**src/sv/lane_cell_occupancy_accumulator_defines.svh**
```systemverilog
// Assertion macros for the lane cell occupancy accumulator.
// Used by the top level; expects clk and arst_n in scope.
`ifndef LANE_CELL_OCCUPANCY_ACCUMULATOR_DEFINES_SVH
`define LANE_CELL_OCCUPANCY_ACCUMULATOR_DEFINES_SVH

// condition holds at every edge out of reset
`define LCOA_ASSERT_ALWAYS(lbl, cond, msg) \
	lbl: assert property (@(posedge clk) disable iff (!arst_n) (cond)) else $error(msg);

// consequence holds in the same cycle as the antecedent
`define LCOA_ASSERT_SAME(lbl, ante, cons, msg) \
	lbl: assert property (@(posedge clk) disable iff (!arst_n) (ante) |-> (cons)) else $error(msg);

// consequence holds in the cycle after the antecedent
`define LCOA_ASSERT_NEXT(lbl, ante, cons, msg) \
	lbl: assert property (@(posedge clk) disable iff (!arst_n) (ante) |=> (cons)) else $error(msg);

`endif

```
**src/sv/lcoa_pkg.sv**
```systemverilog
// Shared types, constants and helpers of the lane cell occupancy accumulator.
// No dependencies; imported by the report stage and the top level.
package lcoa_pkg;

	// table geometry
	localparam int MAX_LANES  = 4;
	localparam int MAX_CELLS  = 16;
	localparam int COUNT_BITS = 16;
	localparam int TABLE_SIZE = MAX_LANES * MAX_CELLS;
	localparam int ADDR_W     = (TABLE_SIZE > 1) ? $clog2(TABLE_SIZE) : 1;
	localparam int PTR_W      = $clog2(TABLE_SIZE + 1);
	localparam int LANE_W     = (MAX_LANES > 1) ? $clog2(MAX_LANES) : 1;
	localparam int CELL_W     = (MAX_CELLS > 1) ? $clog2(MAX_CELLS) : 1;
	localparam int SNAP_W     = PTR_W;

	// field widths
	localparam int TOTAL_W   = 22;
	localparam int LEN_W     = 10;
	localparam int OCC_W     = 16;
	localparam int OFF_W     = 14;
	localparam int CFG_W     = 10;
	localparam int CFG_IDX_W = 2;
	localparam int PROD_W    = $clog2(MAX_CELLS + 1) + LEN_W;

	localparam logic [COUNT_BITS-1:0] COUNT_MAX = '1;
	localparam logic [TOTAL_W-1:0]    TOTAL_MAX = '1;

	// configuration register indexes
	typedef enum logic [CFG_IDX_W-1:0] {
		REG_MAX_MODE = 2'd0,
		REG_LANES    = 2'd1,
		REG_CELLS    = 2'd2,
		REG_CELL_LEN = 2'd3
	} cfg_reg_t;

	// item kinds
	typedef enum logic {
		KIND_SAMPLE = 1'b0,
		KIND_DUMP   = 1'b1
	} kind_t;

	typedef struct packed {
		logic       kind;
		logic [1:0] lane;
		logic [3:0] cell_req;
		logic       occupied;
		logic       last_sample;
	} in_item_t;

	typedef struct packed {
		logic [2:0]       lane_number;
		logic [OFF_W-1:0] offset;
		logic [OCC_W-1:0] occupancy;
		logic             last_result;
	} out_item_t;

	// scan stage to report stage
	typedef struct packed {
		logic                  found;
		logic                  flush;
		logic [LANE_W-1:0]     lane;
		logic [CELL_W-1:0]     cell_idx;
		logic [COUNT_BITS-1:0] count;
	} rpt_ctl_t;

	function automatic logic [OCC_W-1:0] sat_occ(input logic [COUNT_BITS-1:0] c);
		logic [32:0] w;
		w = 33'(c);
		return (w > 33'({OCC_W{1'b1}})) ? {OCC_W{1'b1}} : w[OCC_W-1:0];
	endfunction

	function automatic logic [OFF_W-1:0] sat_offset(input logic [PROD_W-1:0] p);
		logic [PROD_W+OFF_W-1:0] w;
		w = (PROD_W + OFF_W)'(p);
		return (w > (PROD_W + OFF_W)'({OFF_W{1'b1}})) ? {OFF_W{1'b1}} : w[OFF_W-1:0];
	endfunction

endpackage

```
**src/sv/lcoa_ram.sv**
```systemverilog
// Generic single-port-write, single-port-read RAM with registered read data.
// No dependencies.
module lcoa_ram #(
	parameter int WIDTH = 1,
	parameter int DEPTH = 2
) (
	input  logic                                      clk,
	input  logic                                      we,
	input  logic [((DEPTH > 1) ? $clog2(DEPTH) : 1)-1:0] waddr,
	input  logic [WIDTH-1:0]                          wdata,
	input  logic [((DEPTH > 1) ? $clog2(DEPTH) : 1)-1:0] raddr,
	output logic [WIDTH-1:0]                          rdata
);

	logic [WIDTH-1:0] mem [DEPTH];

	// write port
	always_ff @(posedge clk) begin
		if (we) begin
			mem[waddr] <= wdata;
		end
	end

	// registered read
	always_ff @(posedge clk) begin
		rdata <= mem[raddr];
	end

endmodule

```
**src/sv/lcoa_report.sv**
```systemverilog
// Dump report stage: holds one found cell back so the final one can be flagged.
// Depends on lcoa_pkg.
module lcoa_report
	import lcoa_pkg::*;
(
	input  logic             clk,
	input  logic             arst_n,
	input  rpt_ctl_t         ctl,
	input  logic [LEN_W-1:0] cell_length,
	output logic             draining,
	output logic             strobe,
	output out_item_t        result
);

	logic             pend_vld_q;
	logic             fin_q;
	logic             strobe_q;
	out_item_t        pend_q;
	out_item_t        result_q;
	logic [PROD_W-1:0] prod;
	logic             emit_mid;
	logic             emit_fin;

	// cell end offset, (cell+1) * cell_length
	always_comb begin
		prod = (PROD_W'({1'b0, ctl.cell_idx}) + PROD_W'(1)) * PROD_W'(cell_length);
	end

	assign emit_mid = ctl.found && pend_vld_q;
	assign emit_fin = fin_q && pend_vld_q;

	// control
	always_ff @(posedge clk or negedge arst_n) begin
		if (!arst_n) begin
			pend_vld_q <= 1'b0;
			fin_q      <= 1'b0;
			strobe_q   <= 1'b0;
		end else begin
			strobe_q <= emit_mid || emit_fin;
			fin_q    <= ctl.flush;
			if (ctl.found) begin
				pend_vld_q <= 1'b1;
			end else if (fin_q) begin
				pend_vld_q <= 1'b0;
			end
		end
	end

	// payload
	always_ff @(posedge clk) begin
		if (ctl.found) begin
			pend_q.lane_number <= 3'(ctl.lane) + 3'd1;
			pend_q.offset      <= sat_offset(prod);
			pend_q.occupancy   <= sat_occ(ctl.count);
			pend_q.last_result <= 1'b0;
		end
		if (emit_mid || emit_fin) begin
			result_q <= '{
				lane_number: pend_q.lane_number,
				offset:      pend_q.offset,
				occupancy:   pend_q.occupancy,
				last_result: emit_fin
			};
		end
	end

	assign draining = fin_q;
	assign strobe   = strobe_q;
	assign result   = result_q;

endmodule

```
**src/sv/lane_cell_occupancy_accumulator.sv**
```systemverilog
// Top level of the lane cell occupancy accumulator: control, config, memories.
// Depends on lcoa_pkg, lcoa_ram, lcoa_report and the assertion macro header.
//
//  channel   dir  handshake           payload
//  -------   ---  ------------------  ----------
//  item      in   start && !busy      in_item_t
//  result    out  strobe (1 cycle)    out_item_t
//  config    in   cfg_we              cfg_idx, cfg_data
//
// A cell sample does one memory read, then one write back.
// A max-mode commit adds a copy of the snapshot memory into the count memory.
// A dump of a nonzero table scans the count memory; results trail via the report stage.
// Reset clears entry valid flags at once; no clearing pass follows reset.
// Results cannot be held off; busy covers every cycle in which an item would collide.

`include "lane_cell_occupancy_accumulator_defines.svh"

module lane_cell_occupancy_accumulator
	import lcoa_pkg::*;
(
	input  logic                 clk,
	input  logic                 arst_n,
	input  logic                 start,
	output logic                 busy,
	input  in_item_t             item,
	input  logic                 cfg_we,
	input  logic [CFG_IDX_W-1:0] cfg_idx,
	input  logic [CFG_W-1:0]     cfg_data,
	output logic                 strobe,
	output out_item_t            result
);

	typedef enum logic [1:0] {
		ST_IDLE,
		ST_RMW,
		ST_COPY,
		ST_DUMP
	} state_t;

	state_t state_q;

	// configuration
	logic             max_mode_q;
	logic [2:0]       lanes_q;
	logic [4:0]       cells_q;
	logic [LEN_W-1:0] cell_len_q;

	// sample in flight
	in_item_t          samp_q;
	logic [ADDR_W-1:0] samp_addr_q;
	logic              samp_in_q;

	// totals and entry valid flags
	logic [TOTAL_W-1:0]    total_q;
	logic [SNAP_W-1:0]     snap_total_q;
	logic [TABLE_SIZE-1:0] cnt_vld_q;
	logic [TABLE_SIZE-1:0] snap_vld_q;

	// copy sweep
	logic [PTR_W-1:0]  ptr_q;
	logic              cp_vld_s1;
	logic [ADDR_W-1:0] cp_addr_s1;

	// dump scan
	logic [LANE_W-1:0] dl_q;
	logic [CELL_W-1:0] dc_q;
	logic              dscan_q;
	logic              dv_s1;
	logic              dlast_s1;
	logic [LANE_W-1:0] dl_s1;
	logic [CELL_W-1:0] dc_s1;
	logic [ADDR_W-1:0] da_s1;

	// memory ports
	logic                  cnt_we;
	logic [ADDR_W-1:0]     cnt_waddr;
	logic [COUNT_BITS-1:0] cnt_wdata;
	logic [ADDR_W-1:0]     cnt_raddr;
	logic [COUNT_BITS-1:0] cnt_rdata;
	logic                  snap_we;
	logic [ADDR_W-1:0]     snap_raddr;
	logic                  snap_rdata;

	logic                  accept;
	logic [ADDR_W-1:0]     item_addr;
	logic                  item_in;
	logic [ADDR_W-1:0]     dump_addr;
	logic                  issuing;
	logic [ADDR_W-1:0]     vld_addr;
	logic [COUNT_BITS-1:0] cnt_old;
	logic                  snap_old;
	logic [SNAP_W-1:0]     snap_total_nxt;
	logic                  commit;
	logic                  dump_in;
	logic                  rpt_draining;
	rpt_ctl_t              rpt_ctl;

	assign busy   = (state_q != ST_IDLE) || rpt_draining;
	assign accept = start && !busy;

	// item address and segment check
	assign item_addr = ADDR_W'(item.lane) * ADDR_W'(MAX_CELLS) + ADDR_W'(item.cell_req);
	assign item_in   = (3'(item.lane) < lanes_q) && (5'(item.lane) < 5'(MAX_LANES)) &&
		(5'(item.cell_req) < cells_q) && (9'(item.cell_req) < 9'(MAX_CELLS));

	assign dump_addr = ADDR_W'(dl_q) * ADDR_W'(MAX_CELLS) + ADDR_W'(dc_q);
	assign issuing   = ptr_q < PTR_W'(TABLE_SIZE);

	// read data masked by entry valid flags
	assign vld_addr = (state_q == ST_DUMP) ? da_s1 : samp_addr_q;
	assign cnt_old  = cnt_vld_q[vld_addr] ? cnt_rdata : '0;
	assign snap_old = snap_vld_q[samp_addr_q] & snap_rdata;

	// snapshot total after this sample, and the max-mode commit decision
	always_comb begin
		snap_total_nxt = snap_total_q;
		if (samp_in_q && max_mode_q) begin
			if (snap_old && !samp_q.occupied) begin
				snap_total_nxt = snap_total_q - SNAP_W'(1);
			end else if (!snap_old && samp_q.occupied) begin
				snap_total_nxt = snap_total_q + SNAP_W'(1);
			end
		end
	end
	assign commit = samp_q.last_sample && max_mode_q && (TOTAL_W'(snap_total_nxt) > total_q);

	// count memory ports
	always_comb begin
		cnt_we    = ((state_q == ST_RMW) && samp_in_q && !max_mode_q && samp_q.occupied) ||
			cp_vld_s1;
		cnt_waddr = cp_vld_s1 ? cp_addr_s1 : samp_addr_q;
		if (cp_vld_s1) begin
			cnt_wdata = COUNT_BITS'(snap_vld_q[cp_addr_s1] & snap_rdata);
		end else if (cnt_old == COUNT_MAX) begin
			cnt_wdata = cnt_old;
		end else begin
			cnt_wdata = cnt_old + COUNT_BITS'(1);
		end
		cnt_raddr = (state_q == ST_DUMP) ? dump_addr : item_addr;
	end

	// snapshot memory ports
	assign snap_we    = (state_q == ST_RMW) && samp_in_q && max_mode_q;
	assign snap_raddr = (state_q == ST_COPY) ? ptr_q[ADDR_W-1:0] : item_addr;

	lcoa_ram #(
		.WIDTH(COUNT_BITS),
		.DEPTH(TABLE_SIZE)
	) u_cnt_ram (
		.clk  (clk),
		.we   (cnt_we),
		.waddr(cnt_waddr),
		.wdata(cnt_wdata),
		.raddr(cnt_raddr),
		.rdata(cnt_rdata)
	);

	lcoa_ram #(
		.WIDTH(1),
		.DEPTH(TABLE_SIZE)
	) u_snap_ram (
		.clk  (clk),
		.we   (snap_we),
		.waddr(samp_addr_q),
		.wdata(samp_q.occupied),
		.raddr(snap_raddr),
		.rdata(snap_rdata)
	);

	// dump scan results to the report stage
	assign dump_in = (5'(dl_s1) < 5'(lanes_q)) && (9'(dc_s1) < 9'(cells_q));
	always_comb begin
		rpt_ctl.found    = (state_q == ST_DUMP) && dv_s1 && dump_in && (cnt_old != '0);
		rpt_ctl.flush    = (state_q == ST_DUMP) && dv_s1 && dlast_s1;
		rpt_ctl.lane     = dl_s1;
		rpt_ctl.cell_idx = dc_s1;
		rpt_ctl.count    = cnt_old;
	end

	lcoa_report u_report (
		.clk        (clk),
		.arst_n     (arst_n),
		.ctl        (rpt_ctl),
		.cell_length(cell_len_q),
		.draining   (rpt_draining),
		.strobe     (strobe),
		.result     (result)
	);

	// control state machine and config registers
	always_ff @(posedge clk or negedge arst_n) begin
		if (!arst_n) begin
			state_q      <= ST_IDLE;
			max_mode_q   <= 1'b0;
			lanes_q      <= 3'd4;
			cells_q      <= 5'd16;
			cell_len_q   <= LEN_W'(75);
			samp_q       <= '0;
			samp_addr_q  <= '0;
			samp_in_q    <= 1'b0;
			total_q      <= '0;
			snap_total_q <= '0;
			cnt_vld_q    <= '0;
			snap_vld_q   <= '0;
			ptr_q        <= '0;
			cp_vld_s1    <= 1'b0;
			cp_addr_s1   <= '0;
			dl_q         <= '0;
			dc_q         <= '0;
			dscan_q      <= 1'b0;
			dv_s1        <= 1'b0;
			dlast_s1     <= 1'b0;
			dl_s1        <= '0;
			dc_s1        <= '0;
			da_s1        <= '0;
		end else begin
			// config writes
			if (cfg_we) begin
				case (cfg_reg_t'(cfg_idx))
					REG_MAX_MODE: max_mode_q <= cfg_data[0];
					REG_LANES:    lanes_q    <= cfg_data[2:0];
					REG_CELLS:    cells_q    <= cfg_data[4:0];
					REG_CELL_LEN: cell_len_q <= cfg_data[LEN_W-1:0];
					default:      ;
				endcase
			end

			case (state_q)
				ST_IDLE: begin
					if (accept) begin
						if (item.kind == KIND_DUMP) begin
							if (total_q == '0) begin
								cnt_vld_q <= '0;
							end else begin
								dl_q    <= '0;
								dc_q    <= '0;
								dscan_q <= 1'b1;
								dv_s1   <= 1'b0;
								state_q <= ST_DUMP;
							end
						end else begin
							samp_q      <= item;
							samp_addr_q <= item_addr;
							samp_in_q   <= item_in;
							state_q     <= ST_RMW;
						end
					end
				end

				// write back the sample, close the step on its last sample
				ST_RMW: begin
					if (samp_in_q && !max_mode_q && samp_q.occupied) begin
						cnt_vld_q[samp_addr_q] <= 1'b1;
						if (total_q != TOTAL_MAX) begin
							total_q <= total_q + TOTAL_W'(1);
						end
					end
					if (samp_q.last_sample && !commit) begin
						snap_vld_q   <= '0;
						snap_total_q <= '0;
						state_q      <= ST_IDLE;
					end else begin
						if (samp_in_q && max_mode_q) begin
							snap_vld_q[samp_addr_q] <= 1'b1;
							snap_total_q            <= snap_total_nxt;
						end
						if (commit) begin
							total_q   <= TOTAL_W'(snap_total_nxt);
							ptr_q     <= '0;
							cp_vld_s1 <= 1'b0;
							state_q   <= ST_COPY;
						end else begin
							state_q <= ST_IDLE;
						end
					end
				end

				// snapshot replaces the table, one entry a cycle
				ST_COPY: begin
					cp_vld_s1  <= issuing;
					cp_addr_s1 <= ptr_q[ADDR_W-1:0];
					if (issuing) begin
						ptr_q <= ptr_q + PTR_W'(1);
					end
					if (cp_vld_s1) begin
						cnt_vld_q[cp_addr_s1] <= 1'b1;
					end
					if (!issuing && !cp_vld_s1) begin
						snap_vld_q   <= '0;
						snap_total_q <= '0;
						state_q      <= ST_IDLE;
					end
				end

				// scan every entry in lane-major order, clear at the end
				ST_DUMP: begin
					dv_s1    <= dscan_q;
					dl_s1    <= dl_q;
					dc_s1    <= dc_q;
					da_s1    <= dump_addr;
					dlast_s1 <= dscan_q && (dl_q == LANE_W'(MAX_LANES - 1)) &&
						(dc_q == CELL_W'(MAX_CELLS - 1));
					if (dscan_q) begin
						if (dc_q == CELL_W'(MAX_CELLS - 1)) begin
							dc_q <= '0;
							if (dl_q == LANE_W'(MAX_LANES - 1)) begin
								dscan_q <= 1'b0;
							end else begin
								dl_q <= dl_q + LANE_W'(1);
							end
						end else begin
							dc_q <= dc_q + CELL_W'(1);
						end
					end
					// scan already stopped, so dv_s1 falls on its own
					if (dv_s1 && dlast_s1) begin
						cnt_vld_q <= '0;
						total_q   <= '0;
						state_q   <= ST_IDLE;
					end
				end

				default: begin
					state_q <= ST_IDLE;
				end
			endcase
		end
	end

	// checks
	`LCOA_ASSERT_ALWAYS(a_snap_total_range, snap_total_q <= SNAP_W'(TABLE_SIZE), "snapshot total beyond table size")
	`LCOA_ASSERT_NEXT(a_sample_busy, accept && (item.kind == KIND_SAMPLE), busy, "sample transfer did not raise busy")
	`LCOA_ASSERT_SAME(a_result_after_busy, strobe, $past(busy), "result transfer outside a dump")
	`LCOA_ASSERT_SAME(a_copy_max_mode, state_q == ST_COPY, max_mode_q, "snapshot copy in accumulate mode")

endmodule
```
**config.mk**
```make
export PLATFORM = sky130hd
export DESIGN_NAME = lane_cell_occupancy_accumulator
export DESIGN_NICKNAME = d
export VERILOG_FILES = /design/src/sv/lcoa_pkg.sv /design/src/sv/lcoa_ram.sv /design/src/sv/lcoa_report.sv /design/src/sv/lane_cell_occupancy_accumulator.sv
export VERILOG_INCLUDE_DIRS = /design/src /design/src/sv
export SDC_FILE = /design/constraint.sdc
export NUM_CORES = 2
export LEC_CHECK = 0
export ABC_AREA = 1
export BUFFER_PORTS_ARGS = -buffer_cell sky130_fd_sc_hd__buf_2
export CAP_MARGIN = 20
export CORE_AREA = 2 2 351 353
export DETAILED_ROUTE_END_ITERATION = 10
export DIE_AREA = 0 0 353 355
export PLACE_DENSITY_LB_ADDON = 0.1
export SLEW_MARGIN = 20
export SYNTH_ARGS = -nofsm -noshare
export SYNTH_HDL_FRONTEND = slang
export SYNTH_SLANG_ARGS = --single-unit
```
**constraint.sdc**
```tcl
create_clock -name clk -period 5.29 [get_ports clk]
set_input_delay 0 -clock clk [delete_from_list [all_inputs] [get_ports clk]]
set_output_delay 0 -clock clk [all_outputs]
set_load 0.02 [all_outputs]
```
==> impl.org <==
** Logic synthesis
- The number of nets in the synthesized netlist is 5517.
- Each instance of the synthesized netlist takes up on average between 10 and 15 um2.
- The top cell type by area accounts for 57.3% of the synthesized area.
- Share of flip-flops with an asynchronous set or reset :: 15.7%
- Cell types with the highest counts after synthesis :: sky130_fd_sc_hd__edfxtp_1, sky130_fd_sc_hd__nor2_1, sky130_fd_sc_hd__o21ai_0
- Cell type with the highest aggregate area in the netlist :: sky130_fd_sc_hd__edfxtp_1
- Unique masters post-synth :: 56
- Mapped cell area :: 0.0605 mm2
- sky130_fd_sc_hd__edfxtp_1 is the most common cell in the netlist.
- The synthesized design contains 1155 enable-type register cells.
- Warnings, synthesis :: 0
- Top flip-flop cell by instance count after synthesis :: sky130_fd_sc_hd__edfxtp_1
- After technology mapping, the gate count stands at 5414.
- Synthesis inferred 1391 register bits.
- Sorting the synthesized cells by area gives the leading types as sky130_fd_sc_hd__edfxtp_1, sky130_fd_sc_hd__dfrtp_1, sky130_fd_sc_hd__nor2_1.
- Sequential element share of the synthesized area :: 67.0%

** Clock tree
- CTS H-tree depth :: 4
- Clock latency at the later pin of the worst-skew pair :: 800 ps
- The number of setup buffers added after CTS is 0.
- The longest clock path from root to sink contains 3 buffers.
- TritonCTS built the clock tree.
- CTS saw 1391 sinks.
- Clock tree synthesis inserted a total of 149 buffers.
- Clock root cell :: sky130_fd_sc_hd__clkbuf_16
- After clock tree synthesis, the clock-pin slew on the worst setup and hold paths is 60 ps.

** STA
- Fmax :: about 210 MHz
- For the final routed database, the setup TNS stands at 0 ps.
- Counting I/O delays and the setup requirement, the final critical path takes 4850 ps.
- Setup violation total in the final timing report :: 0
- Setup repair after global routing missed its margin :: no
- Worst-case hold slack :: 50.8 ps
- In the finished design, the share of the clock period the worst path needs comes to 91.6%.
- Hold Fails Final Rpt :: 0
- Worst-case headroom to the max-slew limit :: 17.8%
- Clock skew on the completed layout was measured at 35.9 ps.
- The max-slew violation count is 0.
- Worst Tran Pin Value :: 1220 ps

** Global routing
- GRT Util Overall :: 28.5%
- The via count of the first global-routing pass is 41100.
- Antenna violations before repair :: 4
- Maximum number of pins on one net before global-route repair :: 169
- Global-route congestion overflow total :: 0
- The first global-routing pass estimated 268 mm of wire.

** Critical path
- By instance count, the cell type seen most on the critical path is sky130_fd_sc_hd__nand2_1.
- Crit path max fanout :: 11
- For flop-to-flop paths, the worst setup slack is 440 ps.
- Slowest stage cell, crit path :: sky130_fd_sc_hd__dfrtp_2
- Data on the critical path arrives at its endpoint at 5530 ps.
- Max incr delay on CP :: 470 ps
- Nature of the critical path endpoint :: flip-flop
- Start-to-end type of the worst setup path :: reg2reg
- Nature of the critical path startpoint :: flip-flop
- Required arrival time at the worst endpoint :: approximately 6000 ps

** Routing
- Once detail routing completed, the nets flagged for antenna violations numbered 0.
- For this block, the routed nets add up to 180 mm of wire.
- Starting DRC count in detailed routing :: 4901
- In the final routing, the length of wire on met1 measures 76.7 mm.
- Summed over all nets, wire length on met3 after detailed routing comes to 13.1 mm.
- Uppermost layer routed :: met4
- Vias per cell :: 5.94
- The routed layout has around 43000 vias.
- In the final routed layout, each cell accounts on average for 24.8 um.
- DRC :: 0
- Detailed routing placed a total of 82.8 mm of wire on met2.
- The first detailed-routing pass ran for 8 iterations.

** Worst hold path
- Path class of the lowest-slack min-delay path :: in2reg

** Layout
- Number of nets in the layout :: ~5600
- Design Area, Final :: 0.0691 mm2
- Area Overhead vs Synth :: 14.2%
- ANT cells :: 0
- Layout cell share with drive strength beyond 1 :: 9.53%

** Floorplanning
- Overall die width :: about 350 um
- Pin placement for this block handled 61 I/O pins.
- From bottom edge to top edge, the die measures 355 um.
- Area of the die :: 0.125 mm2
- Placeable Area :: 0.121 mm2
- In this run the core area contains 128 standard-cell rows.
- Starting utilization of the core area :: 49.8%

** Placed design
- Summed over all nets, the half-perimeter wirelength after detailed placement is between 100 and 150 mm.
- DP Area :: 0.0635 mm2
- Total of buffers placed on input and output ports :: 60
- At the end of routability-driven placement, the weighted congestion stood at 0.943.

** Job
- MaxCap Viol Count :: 0

** Power and ir drop
- The analysis attributes to cell leakage a power of around 22 nW.
- Relative contribution of sequential cells to total power :: 50.3%
- In this run, the clock network consumes about 45% of the power.
- Sum of internal, switching and leakage power :: 23.5 mW
- Net switching is 22.2% of the power.
- Switching power total :: 5.20 mW
- Part of the power in combinational logic :: 4.4%
- Power spread over the standard cell area amounts to around 340 mW/mm2.
- Highest ir drop seen on vdd :: approximately 0.36 mV
- Cell internal power was estimated by the tool at 18.3 mW.

** Run status
- The run finished with clean final reports.
state kept, by name, summed over array words and instances (netlist names), 10 cells and up:
register         count
u_snap_ram.mem      64
u_report.pend_q     33
total_q             22
u_cnt_ram.rdata     16
snap_vld_q          64
u_cnt_ram.mem     1024
u_report.result     34
cnt_vld_q           64
cell_len_q          10
worst max-delay path, delay by kind of cell (launching register included):
kind | cells | cell delay [ps]
AO/OA/AOI/OAI | 4 | 640
XOR/XNOR | 1 | 190
adder cells (fa/ha/maj) | 1 | 310
buffers and inverters | 2 | 500
flip-flops | 1 | 470
AND/OR/NAND/NOR | 22 | 2620
power groups by stage:
| stage | sequential, mW | combinational [mW] | clock, mW |
|---|---|---|---|
| 2_1_floorplan | 12.0 | 0.594 | 0 |
| 3_3_place_gp | 12.0 | 0.988 | 0 |
| 3_5_place_dp | 12.0 | 0.994 | 0 |
| 4_1_cts | 11.8 | 1.02 | 10.8 |
| 5_1_grt | 11.8 | 1.12 | 11.2 |
| 6_report | 11.8 | 1.02 | 10.6 |
placed cells by master, fill, tap and decap left out, types with 24 or more instances in the layout:
cell type	instances
sky130_fd_sc_hd__dfrtp_1	210
sky130_fd_sc_hd__o211ai_1	103
sky130_fd_sc_hd__nand2_1	517
sky130_fd_sc_hd__clkbuf_1	40
sky130_fd_sc_hd__buf_12	31
sky130_fd_sc_hd__nor3_1	33
sky130_fd_sc_hd__clkbuf_16	155
sky130_fd_sc_hd__inv_1	413
sky130_fd_sc_hd__buf_2	59
sky130_fd_sc_hd__nand4_1	38
sky130_fd_sc_hd__dlygate4sd3_1	50
sky130_fd_sc_hd__o22ai_1	257
sky130_fd_sc_hd__nand3_1	225
sky130_fd_sc_hd__a21oi_1	121
sky130_fd_sc_hd__a22oi_1	50
sky130_fd_sc_hd__o221ai_1	139
sky130_fd_sc_hd__fa_1	24
sky130_fd_sc_hd__o21ai_0	675
sky130_fd_sc_hd__xor2_1	29
sky130_fd_sc_hd__buf_4	130
sky130_fd_sc_hd__nor2_1	886
sky130_fd_sc_hd__clkinv_1	25
sky130_fd_sc_hd__ha_1	52
sky130_fd_sc_hd__edfxtp_1	1155
metrics by stage:
step	cells	util (%)	worst slack, ps
after floorplan	5414	-	13.4
final	7289	56.9	445
after CTS	7287	56.8	36.8
after detailed placement	6963	52.3	76.8
after global placement	6963	52.3	99.5
after global routing	7289	56.9	27.3
logic make-up after synthesis:
| kind of cell | share of synthesized area [%] |
|---|---|
| fa+ha+maj | 1.91 |
| buf+inv | 4.73 |
| compound gates | 13.8 |
| xor+xnor | 0.507 |
| simple gates | 12.0 |
| flops | 67.0 |
| mux | 0.0372 |
cell type report:
cell class	count	area, um2
fillers	10300	52300
flip-flops and latches	1391	40500
multi-input cells	3290	17400
clock buffers	200	4090
repair buffers	277	2510
well taps	1625	2030
inverters	433	1640
clock inverters	73	901
path summary, 6_finish.rpt:
path / from / endpoint / depth (start not counted)
min reg2reg: u_report.pend_q[3]$_DFFE_PP_ / u_report.result[3]$_DFFE_PP_ / 0
max in group asynchronous: arst_n / samp_addr_q[1]$_DFFE_PN0P_ / 4
max reg2reg: samp_addr_q[1]$_DFFE_PN0P_ / ptr_q[5]$_DFFE_PN0P_ / 30
min in group asynchronous: arst_n / cell_len_q[6]$_DFFE_PN1P_ / 3
min: cfg_data[3] / cell_len_q[3]$_DFFE_PN1P_ / 4
max: samp_addr_q[1]$_DFFE_PN0P_ / ptr_q[5]$_DFFE_PN0P_ / 30
metal layers:
layer  vias to the layer above  global-route usage, %
li1                      19700                      -
met1                     21400                   40.1
met2                      1774                   44.2
met3                       353                   4.53
met4                         0                   12.4
met5                         -                      0
timing repair:
item | CTS | global route
hold buffers | 51 | 0
endpoints found under the hold margin | 221 | 0
setup endpoints to repair | 0 | 92
resized for setup | 0 | 15
Power figures use the tool's default switching activity.
